## config.mk

```make
export PLATFORM = sky130hd
export DESIGN_NAME = shared_array_dual_stack_top
export DESIGN_NICKNAME = d
export VERILOG_FILES = /design/src/hw/rtl/sads_pkg.sv /design/src/hw/rtl/sads_ram.sv /design/src/hw/rtl/sads_front.sv /design/src/hw/rtl/sads_queue.sv /design/src/hw/rtl/sads_back.sv /design/src/hw/rtl/shared_array_dual_stack_top.sv
export SDC_FILE = /design/constraint.sdc
export NUM_CORES = 2
export LEC_CHECK = 0
export ABC_AREA = 1
export BUFFER_PORTS_ARGS = -buffer_cell sky130_fd_sc_hd__buf_2
export CAP_MARGIN = 20
export CORE_ASPECT_RATIO = 0.6
export CORE_MARGIN = 2
export CORE_UTILIZATION = 25
export CTS_CLUSTER_DIAMETER = 40
export DETAILED_ROUTE_END_ITERATION = 8
export PLACE_DENSITY = 0.35
export SYNTH_ARGS = -nofsm -noshare
export SYNTH_HDL_FRONTEND = slang
export SYNTH_SLANG_ARGS = --single-unit
```

## constraint.sdc

```tcl
create_clock -name clock -period 4.6 [get_ports clock]
set_input_delay 0.23 -clock clock [delete_from_list [all_inputs] [get_ports clock]]
set_output_delay 0.23 -clock clock [all_outputs]
set_load 0.05 [all_outputs]
```

## src/hw/rtl/sads_pkg.sv

```systemverilog
// Shared constants, codes and types for the shared-array dual stack.
`default_nettype none
package sads_pkg;

   // Store geometry
   localparam int DEPTH = 64;
   localparam int SADS_AW = $clog2(DEPTH);
   localparam int SADS_CW = $clog2(DEPTH + 1);
   localparam int SADS_DW = 32;

   // Operation codes
   localparam logic [1:0] KIND_PUSH = 2'd0;
   localparam logic [1:0] KIND_POP  = 2'd1;
   localparam logic [1:0] KIND_PEEK = 2'd2;

   // Status codes
   localparam logic [1:0] ST_OK    = 2'd0;
   localparam logic [1:0] ST_FULL  = 2'd1;
   localparam logic [1:0] ST_EMPTY = 2'd2;

   // One classified command handed from front to back
   typedef struct packed {
      logic                     is_write;
      logic                     is_read;
      logic [SADS_AW-1:0]       addr;
      logic [SADS_DW-1:0]       wdata;
      logic [1:0]               status;
      logic                     low_empty;
      logic                     high_empty;
      logic                     store_full;
   } cmd_type;

endpackage
`default_nettype wire

```

## src/hw/rtl/sads_ram.sv

```systemverilog
// Generic single-port RAM with registered read data.
`default_nettype none
module sads_ram #(
   parameter int WIDTH = 32,
   parameter int DEPTH = 64
) (
   input  wire logic                     clock,
   input  wire logic                     en,
   input  wire logic                     we,
   input  wire logic [$clog2(DEPTH)-1:0] addr,
   input  wire logic [WIDTH-1:0]         wdata,
   output      logic [WIDTH-1:0]         rdata
);

   logic [WIDTH-1:0] mem_ff [DEPTH];
   logic [WIDTH-1:0] rdata_ff;

   // One access per cycle: write, or registered read
   always_ff @(posedge clock) begin
      if (en) begin
         if (we) begin
            mem_ff[addr] <= wdata;
         end else begin
            rdata_ff <= mem_ff[addr];
         end
      end
   end

   assign rdata = rdata_ff;

endmodule
`default_nettype wire

```

## src/hw/rtl/sads_front.sv

```systemverilog
// Front end: accepts words, keeps both stack counts, classifies each operation.
`default_nettype none
module sads_front (
   input  wire logic                           clock,
   input  wire logic                           reset,
   input  wire logic                           req_valid,
   output      logic                           req_ready,
   input  wire logic [1:0]                     req_kind,
   input  wire logic                           req_stack_sel,
   input  wire logic signed [sads_pkg::SADS_DW-1:0] req_push_value,
   output      logic                           enq_valid,
   input  wire logic                           enq_ready,
   output      sads_pkg::cmd_type              enq_cmd
);

   logic [sads_pkg::SADS_CW-1:0] low_count_ff, low_count_in;
   logic [sads_pkg::SADS_CW-1:0] high_count_ff, high_count_in;
   logic [sads_pkg::SADS_CW-1:0] sum;
   logic [sads_pkg::SADS_CW-1:0] sum_in;
   logic [sads_pkg::SADS_CW-1:0] cnt;
   logic [sads_pkg::SADS_CW-1:0] addr_wide;
   logic                         full;
   logic                         accept;
   logic                         do_push;
   logic                         do_read;
   logic                         do_pop;
   logic [1:0]                   status;

   assign accept    = req_valid && req_ready;
   assign req_ready = enq_ready;
   assign enq_valid = req_valid;

   // Classification against current counts
   always_comb begin
      sum     = low_count_ff + high_count_ff;
      full    = (sum == sads_pkg::SADS_CW'(sads_pkg::DEPTH));
      cnt     = req_stack_sel ? high_count_ff : low_count_ff;
      do_push = 1'b0;
      do_read = 1'b0;
      do_pop  = 1'b0;
      status  = sads_pkg::ST_OK;
      unique case (req_kind)
         sads_pkg::KIND_PUSH: begin
            if (full) begin
               status = sads_pkg::ST_FULL;
            end else begin
               do_push = 1'b1;
            end
         end
         sads_pkg::KIND_POP, sads_pkg::KIND_PEEK: begin
            if (cnt == '0) begin
               status = sads_pkg::ST_EMPTY;
            end else begin
               do_read = 1'b1;
               do_pop  = (req_kind == sads_pkg::KIND_POP);
            end
         end
         default: begin
         end
      endcase
   end

   // Store address of the touched word
   always_comb begin
      if (do_push) begin
         addr_wide = req_stack_sel
            ? (sads_pkg::SADS_CW'(sads_pkg::DEPTH - 1) - high_count_ff)
            : low_count_ff;
      end else begin
         addr_wide = req_stack_sel
            ? (sads_pkg::SADS_CW'(sads_pkg::DEPTH) - high_count_ff)
            : (low_count_ff - sads_pkg::SADS_CW'(1));
      end
   end

   // Count update
   always_comb begin
      low_count_in  = low_count_ff;
      high_count_in = high_count_ff;
      if (accept && do_push) begin
         if (req_stack_sel) begin
            high_count_in = high_count_ff + sads_pkg::SADS_CW'(1);
         end else begin
            low_count_in = low_count_ff + sads_pkg::SADS_CW'(1);
         end
      end else if (accept && do_pop) begin
         if (req_stack_sel) begin
            high_count_in = high_count_ff - sads_pkg::SADS_CW'(1);
         end else begin
            low_count_in = low_count_ff - sads_pkg::SADS_CW'(1);
         end
      end
      sum_in = low_count_in + high_count_in;
   end

   always_ff @(posedge clock) begin
      if (reset) begin
         low_count_ff  <= '0;
         high_count_ff <= '0;
      end else begin
         low_count_ff  <= low_count_in;
         high_count_ff <= high_count_in;
      end
   end

   // Command word for the back end; flags reflect the state after this step
   always_comb begin
      enq_cmd.is_write   = do_push;
      enq_cmd.is_read    = do_read;
      enq_cmd.addr       = addr_wide[sads_pkg::SADS_AW-1:0];
      enq_cmd.wdata      = req_push_value;
      enq_cmd.status     = status;
      enq_cmd.low_empty  = (low_count_in == '0);
      enq_cmd.high_empty = (high_count_in == '0);
      enq_cmd.store_full = (sum_in == sads_pkg::SADS_CW'(sads_pkg::DEPTH));
   end

`ifndef ASSERT_OFF
   a_sum_bound: assert property (@(posedge clock) disable iff (reset)
      (sum <= sads_pkg::SADS_CW'(sads_pkg::DEPTH)))
      else $error("stack counts exceed store depth");
   a_refused_holds: assert property (@(posedge clock) disable iff (reset)
      (accept && status != sads_pkg::ST_OK)
      |=> (low_count_ff == $past(low_count_ff) && high_count_ff == $past(high_count_ff)))
      else $error("refused operation changed a count");
`endif

endmodule
`default_nettype wire

```

## src/hw/rtl/sads_queue.sv

```systemverilog
// Two-entry command queue between front and back end.
`default_nettype none
module sads_queue (
   input  wire logic              clock,
   input  wire logic              reset,
   input  wire logic              enq_valid,
   output      logic              enq_ready,
   input  wire sads_pkg::cmd_type enq_cmd,
   output      logic              deq_valid,
   input  wire logic              deq_ready,
   output      sads_pkg::cmd_type deq_cmd
);

   sads_pkg::cmd_type entry_ff [2];
   logic        wr_ptr_ff, wr_ptr_in;
   logic        rd_ptr_ff, rd_ptr_in;
   logic [1:0]  count_ff, count_in;
   logic        do_enq;
   logic        do_deq;

   assign enq_ready = (count_ff != 2'd2);
   assign deq_valid = (count_ff != 2'd0);
   assign deq_cmd   = entry_ff[rd_ptr_ff];
   assign do_enq    = enq_valid && enq_ready;
   assign do_deq    = deq_valid && deq_ready;

   // Pointer and occupancy update
   always_comb begin
      wr_ptr_in = do_enq ? ~wr_ptr_ff : wr_ptr_ff;
      rd_ptr_in = do_deq ? ~rd_ptr_ff : rd_ptr_ff;
      count_in  = count_ff + 2'(do_enq) - 2'(do_deq);
   end

   always_ff @(posedge clock) begin
      if (reset) begin
         wr_ptr_ff <= 1'b0;
         rd_ptr_ff <= 1'b0;
         count_ff  <= 2'd0;
      end else begin
         wr_ptr_ff <= wr_ptr_in;
         rd_ptr_ff <= rd_ptr_in;
         count_ff  <= count_in;
      end
   end

   always_ff @(posedge clock) begin
      if (do_enq) begin
         entry_ff[wr_ptr_ff] <= enq_cmd;
      end
   end

`ifndef ASSERT_OFF
   a_count_bound: assert property (@(posedge clock) disable iff (reset)
      (count_ff <= 2'd2))
      else $error("queue occupancy out of range");
   a_ptr_match: assert property (@(posedge clock) disable iff (reset)
      ((count_ff == 2'd0 || count_ff == 2'd2) |-> (wr_ptr_ff == rd_ptr_ff)))
      else $error("queue pointers disagree with occupancy");
`endif

endmodule
`default_nettype wire

```

## src/hw/rtl/sads_back.sv

```systemverilog
// Back end: performs store accesses in order and holds the result word.
`default_nettype none
module sads_back (
   input  wire logic                           clock,
   input  wire logic                           reset,
   input  wire logic                           deq_valid,
   output      logic                           deq_ready,
   input  wire sads_pkg::cmd_type              deq_cmd,
   output      logic                           rsp_valid,
   input  wire logic                           rsp_ready,
   output      logic signed [sads_pkg::SADS_DW-1:0] rsp_read_value,
   output      logic [1:0]                     rsp_status,
   output      logic                           rsp_low_empty,
   output      logic                           rsp_high_empty,
   output      logic                           rsp_store_full
);

   logic                          s1_valid_ff, s1_valid_in;
   sads_pkg::cmd_type             s1_cmd_ff;
   logic                          out_valid_ff, out_valid_in;
   logic [sads_pkg::SADS_DW-1:0]  out_value_ff;
   logic [1:0]                    out_status_ff;
   logic                          out_low_empty_ff;
   logic                          out_high_empty_ff;
   logic                          out_full_ff;
   logic [sads_pkg::SADS_DW-1:0]  rdata;
   logic                          out_free;
   logic                          s1_adv;
   logic                          take;
   logic                          ram_en;

   // Stage handshakes
   assign out_free  = !out_valid_ff || rsp_ready;
   assign s1_adv    = s1_valid_ff && out_free;
   assign deq_ready = !s1_valid_ff || s1_adv;
   assign take      = deq_valid && deq_ready;
   assign ram_en    = take && (deq_cmd.is_write || deq_cmd.is_read);

   sads_ram #(
      .WIDTH (sads_pkg::SADS_DW),
      .DEPTH (sads_pkg::DEPTH)
   ) u_store (
      .clock (clock),
      .en    (ram_en),
      .we    (deq_cmd.is_write),
      .addr  (deq_cmd.addr),
      .wdata (deq_cmd.wdata),
      .rdata (rdata)
   );

   always_comb begin
      s1_valid_in  = take || (s1_valid_ff && !s1_adv);
      out_valid_in = s1_adv || (out_valid_ff && !rsp_ready);
   end

   always_ff @(posedge clock) begin
      if (reset) begin
         s1_valid_ff  <= 1'b0;
         out_valid_ff <= 1'b0;
      end else begin
         s1_valid_ff  <= s1_valid_in;
         out_valid_ff <= out_valid_in;
      end
   end

   // Access stage payload
   always_ff @(posedge clock) begin
      if (take) begin
         s1_cmd_ff <= deq_cmd;
      end
   end

   // Result register
   always_ff @(posedge clock) begin
      if (s1_adv) begin
         out_value_ff      <= s1_cmd_ff.is_read ? rdata : '0;
         out_status_ff     <= s1_cmd_ff.status;
         out_low_empty_ff  <= s1_cmd_ff.low_empty;
         out_high_empty_ff <= s1_cmd_ff.high_empty;
         out_full_ff       <= s1_cmd_ff.store_full;
      end
   end

   assign rsp_valid      = out_valid_ff;
   assign rsp_read_value = out_value_ff;
   assign rsp_status     = out_status_ff;
   assign rsp_low_empty  = out_low_empty_ff;
   assign rsp_high_empty = out_high_empty_ff;
   assign rsp_store_full = out_full_ff;

`ifndef ASSERT_OFF
   a_no_overrun: assert property (@(posedge clock) disable iff (reset)
      (out_valid_ff && !rsp_ready && s1_valid_ff) |-> !take)
      else $error("back end took a word with no room downstream");
   a_status_value: assert property (@(posedge clock) disable iff (reset)
      (rsp_valid && rsp_status != sads_pkg::ST_OK) |-> (rsp_read_value == '0))
      else $error("refused operation returned data");
`endif

endmodule
`default_nettype wire

```

## src/hw/rtl/shared_array_dual_stack_top.sv

```systemverilog
// Two LIFO stacks in one 64-word store: top level wiring front, queue and back end.
// Path from req accept to rsp_valid: queue entry, store access stage, result register.
// Throughput: one word per cycle while rsp_ready is high, set by the single store port.
// A 2-entry queue and the result register let either side stall without losing words.
// Reset (synchronous, active high) empties both stacks, the queue and the result register;
// store contents are not cleared and are only read after being pushed.
`default_nettype none
module shared_array_dual_stack_top (
   input  wire logic                           clock,
   input  wire logic                           reset,
   input  wire logic                           req_valid,
   output      logic                           req_ready,
   input  wire logic [1:0]                     req_kind,
   input  wire logic                           req_stack_sel,
   input  wire logic signed [sads_pkg::SADS_DW-1:0] req_push_value,
   output      logic                           rsp_valid,
   input  wire logic                           rsp_ready,
   output      logic signed [sads_pkg::SADS_DW-1:0] rsp_read_value,
   output      logic [1:0]                     rsp_status,
   output      logic                           rsp_low_empty,
   output      logic                           rsp_high_empty,
   output      logic                           rsp_store_full
);

   logic              enq_valid;
   logic              enq_ready;
   sads_pkg::cmd_type enq_cmd;
   logic              deq_valid;
   logic              deq_ready;
   sads_pkg::cmd_type deq_cmd;

   sads_front u_front (
      .clock          (clock),
      .reset          (reset),
      .req_valid      (req_valid),
      .req_ready      (req_ready),
      .req_kind       (req_kind),
      .req_stack_sel  (req_stack_sel),
      .req_push_value (req_push_value),
      .enq_valid      (enq_valid),
      .enq_ready      (enq_ready),
      .enq_cmd        (enq_cmd)
   );

   sads_queue u_queue (
      .clock     (clock),
      .reset     (reset),
      .enq_valid (enq_valid),
      .enq_ready (enq_ready),
      .enq_cmd   (enq_cmd),
      .deq_valid (deq_valid),
      .deq_ready (deq_ready),
      .deq_cmd   (deq_cmd)
   );

   sads_back u_back (
      .clock          (clock),
      .reset          (reset),
      .deq_valid      (deq_valid),
      .deq_ready      (deq_ready),
      .deq_cmd        (deq_cmd),
      .rsp_valid      (rsp_valid),
      .rsp_ready      (rsp_ready),
      .rsp_read_value (rsp_read_value),
      .rsp_status     (rsp_status),
      .rsp_low_empty  (rsp_low_empty),
      .rsp_high_empty (rsp_high_empty),
      .rsp_store_full (rsp_store_full)
   );

endmodule
`default_nettype wire
```

==> flow_summary.ini <==
[status]
run_status = finished clean

[sta]
rsz0062_at_grt = no
slew_headroom_pct = 13.3
setup_viol = 0
fmax_ghz = 0.245
tns_ps = 0
skew_ps = 68.6
fin_crit_sh_pct = 88.6
slew_viol_final = 0
tightest_slew_ps = 1290
period_minus_slack_ps = 4080
worst_slack_ps = 525
finalHoldViolCount = 0

[clock_tree]
cts_tree = built
cts.sink_count = 2234
clock_latency_ps = 880
postCtsSetupRepairBufs = 0
cts_buffers = 273
root_buffer = clkbuf_16
ctsLongestPathBuffers = 4
h-tree-depth = 5
clkTransAtPathRegs_ps = 60

[logic_synthesis]
syn_area_per_cell_um2 = 15.8
synth.distinct_cells = 52
syn_inst = 5281
synth_fp_nets = 5343
synth_top_area_share_pct = 79.8
synth-seq-area-share_pct = 80.3
synth_area_leaders = edfxtp_1 (80%), a22oi_1 (6.7%), nand2_1 (4.6%)
synth_edf_count = 2213
async_flop_share_pct = 0
netlist_top_cells_count = edfxtp_1 (2213), nand2_1 (1030), a22oi_1 (739), nand4_1 (263), buf_2 (186)
ys_dominant_reg_cell = edfxtp_1
netlist_area_um2 = 83300
yosysMostFrequentCell = edfxtp_1
ys_ff_latch = 2234
yosysWarnings = 0
synth_top_area_cell = edfxtp_1

[worst_setup_path]
r2r_end = u_queue.entry_ff[0][0]
endpoint_kind = flop
critical_path.slowest_cell = fa_1
r2r_cells = 24
reg2reg_from = u_front.low_count_ff[0]
crit_arrival_ps = 4780
critical_path.cell_chain = ha_1 > fa_1 > inv_1 > nor2_1 > nor3_1 > nand3_1 > nor2_1 > nand2_2 > nand3_2 > inv_2 > nand2_1 > nand2_1 > inv_1 > ha_1 > inv_1 > fa_1 > o21ai_1 > a21o_1 > a21oi_1 > inv_1 > nand3_1 > nand2_1 > nand2_1 > a21oi_1
required_ps = 5310
critical_path.max_stage_delay_ps = 440
crit_type = reg2reg
startpoint_type = flop
cp_max_fo = 12
reg2reg_slack_ps = 520

[global_route]
grt_pass1_vias = 48200
grt_max_degree = 73
grt_first_pass_wirelength_mm = 437
grt.overflow.total = 0
track_usage_pct = 18.7
antenna_found_initial = 28

[floorplanning]
rows = 164
floorplan.initialDensity_pct = 25.1
die_width_um = 749
core-area_um2 = 332000
io_pins = 78
die-area_um2 = 338000
die_h_um = 451

[power]
p_seq_share_pct = 39.5
peakVddDrop_v = 0.000306
power_frac_comb_pct = 27.6
p_int_uw = 42100
p_sw_share_pct = 35.8
p_clk_share_pct = 33.0
p_sw_uw = 23400
leakage_uw = 0.0328
powerDensity_nw_per_um2 = 648

[finish]
fin_nets = 5763
area_growth_syn_to_layout_pct = 21.4
layout-drive-gt1-share_pct = 15.8
layout.cells.non_filler = 10300

[min_path]
hold_class = in2reg
hp-start = req_push_value[15]
min_to = u_queue.entry_ff[0][20]
whs_path_depth = 2

[routing]
wire_per_inst_um = 31.4
detail-route-antenna-nets = 0
drc = 0
drt_first_pass_iters = 5
drt-initial-drc-count = 6202
vias = 50100
routed_wl_mm = 324
vias_per_cell = 4.86

[placement]
dp_hpwl_mm = 197
gp_congestion = 0.808
io_buffer_count = 77
dp_cells = 9785
place_ws_ps = 398

[run]
cap_violations = 0
==> worst max-delay path, delay by kind of cell, from the launching register on <==
kind / cells / cell delay (ps)
fa+ha+maj: 4 / 1280
buf+inv: 5 / 440
compound gates: 4 / 680
simple gates: 11 / 1170
flops: 1 / 380
==> placed cells by master, fill, tap and decap left out, types with 8 or more instances in the layout <==
cell	n
a21oi_1	46
a221oi_1	31
a22oi_1	739
buf_12	85
buf_2	77
buf_4	214
bufinv_16	25
clkbuf_1	33
clkbuf_16	278
clkinv_1	39
clkinv_2	25
clkinv_4	14
clkinvlp_4	17
dfxtp_1	20
diode_2	10
dlygate4sd3_1	39
edfxtp_1	2213
ha_1	21
inv_1	163
inv_2	8
inv_6	28
inv_8	15
nand2_1	998
nand2_2	30
nand2_4	9
nand3_1	72
nand3b_1	22
nand4_1	263
nor2_1	102
nor2_4	67
nor3_4	8
o2111ai_1	12
o21ai_0	59
o21ai_1	25
xor2_1	15
==> power by group through the flow <==
stage / combinational [uW] / clock (uW) / sequential, uW
5_1_grt: 19100 / 22900 / 25900
3_3_place_gp: 18200 / 0 / 26300
2_1_floorplan: 7390 / 0 / 26600
3_5_place_dp: 18100 / 0 / 26300
4_1_cts: 18200 / 22100 / 25900
6_report: 18100 / 21600 / 25900
==> worst max path at each step <==
stage	startpoint	endpoint	slack, ps	cells past startpoint
after floorplan	u_front.high_count_ff[0]	u_queue.entry_ff[0][0]	970	22
after global placement	u_front.low_count_ff[0]	u_queue.entry_ff[1][0]	330	24
after detailed placement	u_front.low_count_ff[0]	u_queue.entry_ff[0][0]	400	22
after CTS	u_front.low_count_ff[0]	u_queue.entry_ff[0][0]	420	24
after global routing	u_front.low_count_ff[0]	u_queue.entry_ff[0][0]	90	24
final	u_front.low_count_ff[0]	u_queue.entry_ff[0][0]	520	24
==> sequential cells by signal, indices dropped and copies added (netlist names), 2 cells and up, named ones only <==
register	cells
u_back.s1_cmd_ff	6
u_back.u_store.mem_ff	2048
u_back.u_store.rdata	32
u_front.low_count_ff	7
u_back.rsp_read_value	32
u_back.rsp_status	2
u_queue.count_ff	2
u_queue.entry_ff	90
u_front.high_count_ff	7
==> metal layers <==
metal / vias to the layer above / share of wire [%] / global-route usage, %
met4: 0 / 1.4 / 2.83
met1: 26600 / 51 / 30.2
li1: 21300 / - / -
met5: - / 0 / 0
met2: 1828 / 41 / 25.9
met3: 300 / 7.1 / 3.53
==> cells by family after synthesis <==
| logic type | synth area share [%] |
|---|---|
| flip-flops | 80.3 |
| AO/OA/AOI/OAI | 8.17 |
| AND/OR/NAND/NOR | 8.54 |
| buffers and inverters | 2.40 |
| adder cells (fa/ha/maj) | 0.364 |
| multiplexers | 0.0120 |
| XOR/XNOR | 0.200 |
==> metrics by stage <==
| step | total power (uW) | hold slack [ps] | cell area, um2 | util, % |
|---|---|---|---|---|
| after floorplan | 33900 | 306 | 83300 | - |
| after global placement | 44500 | 419 | 91900 | 27.7 |
| after detailed placement | 44400 | 409 | 91900 | 27.7 |
| after CTS | 66200 | 27.8 | 101000 | 30.4 |
| after global routing | 67900 | 54.1 | 101000 | 30.4 |
| final | 65500 | 90.2 | 101000 | 30.4 |
==> area by class of cell <==
| type | count | area [um2] |
|---|---|---|
| flip-flops and latches | 2234 | 66900 |
| fillers | 32700 | 231000 |
| multi-input cells | 2597 | 15100 |
| clock inverters | 163 | 1740 |
| clock buffers | 311 | 7080 |
| well taps | 4399 | 5500 |
| inverters | 180 | 731 |
| diodes | 10 | 25.0 |
| repair buffers | 415 | 4080 |
==> timing repair <==
item / in CTS / in global routing
endpoints found under the hold margin: 114 / 0
hold buffers: 39 / 0
setup endpoints to repair: 0 / 2
resized for setup: 0 / 1
No activity file was read; power rests on OpenSTA's default activity.
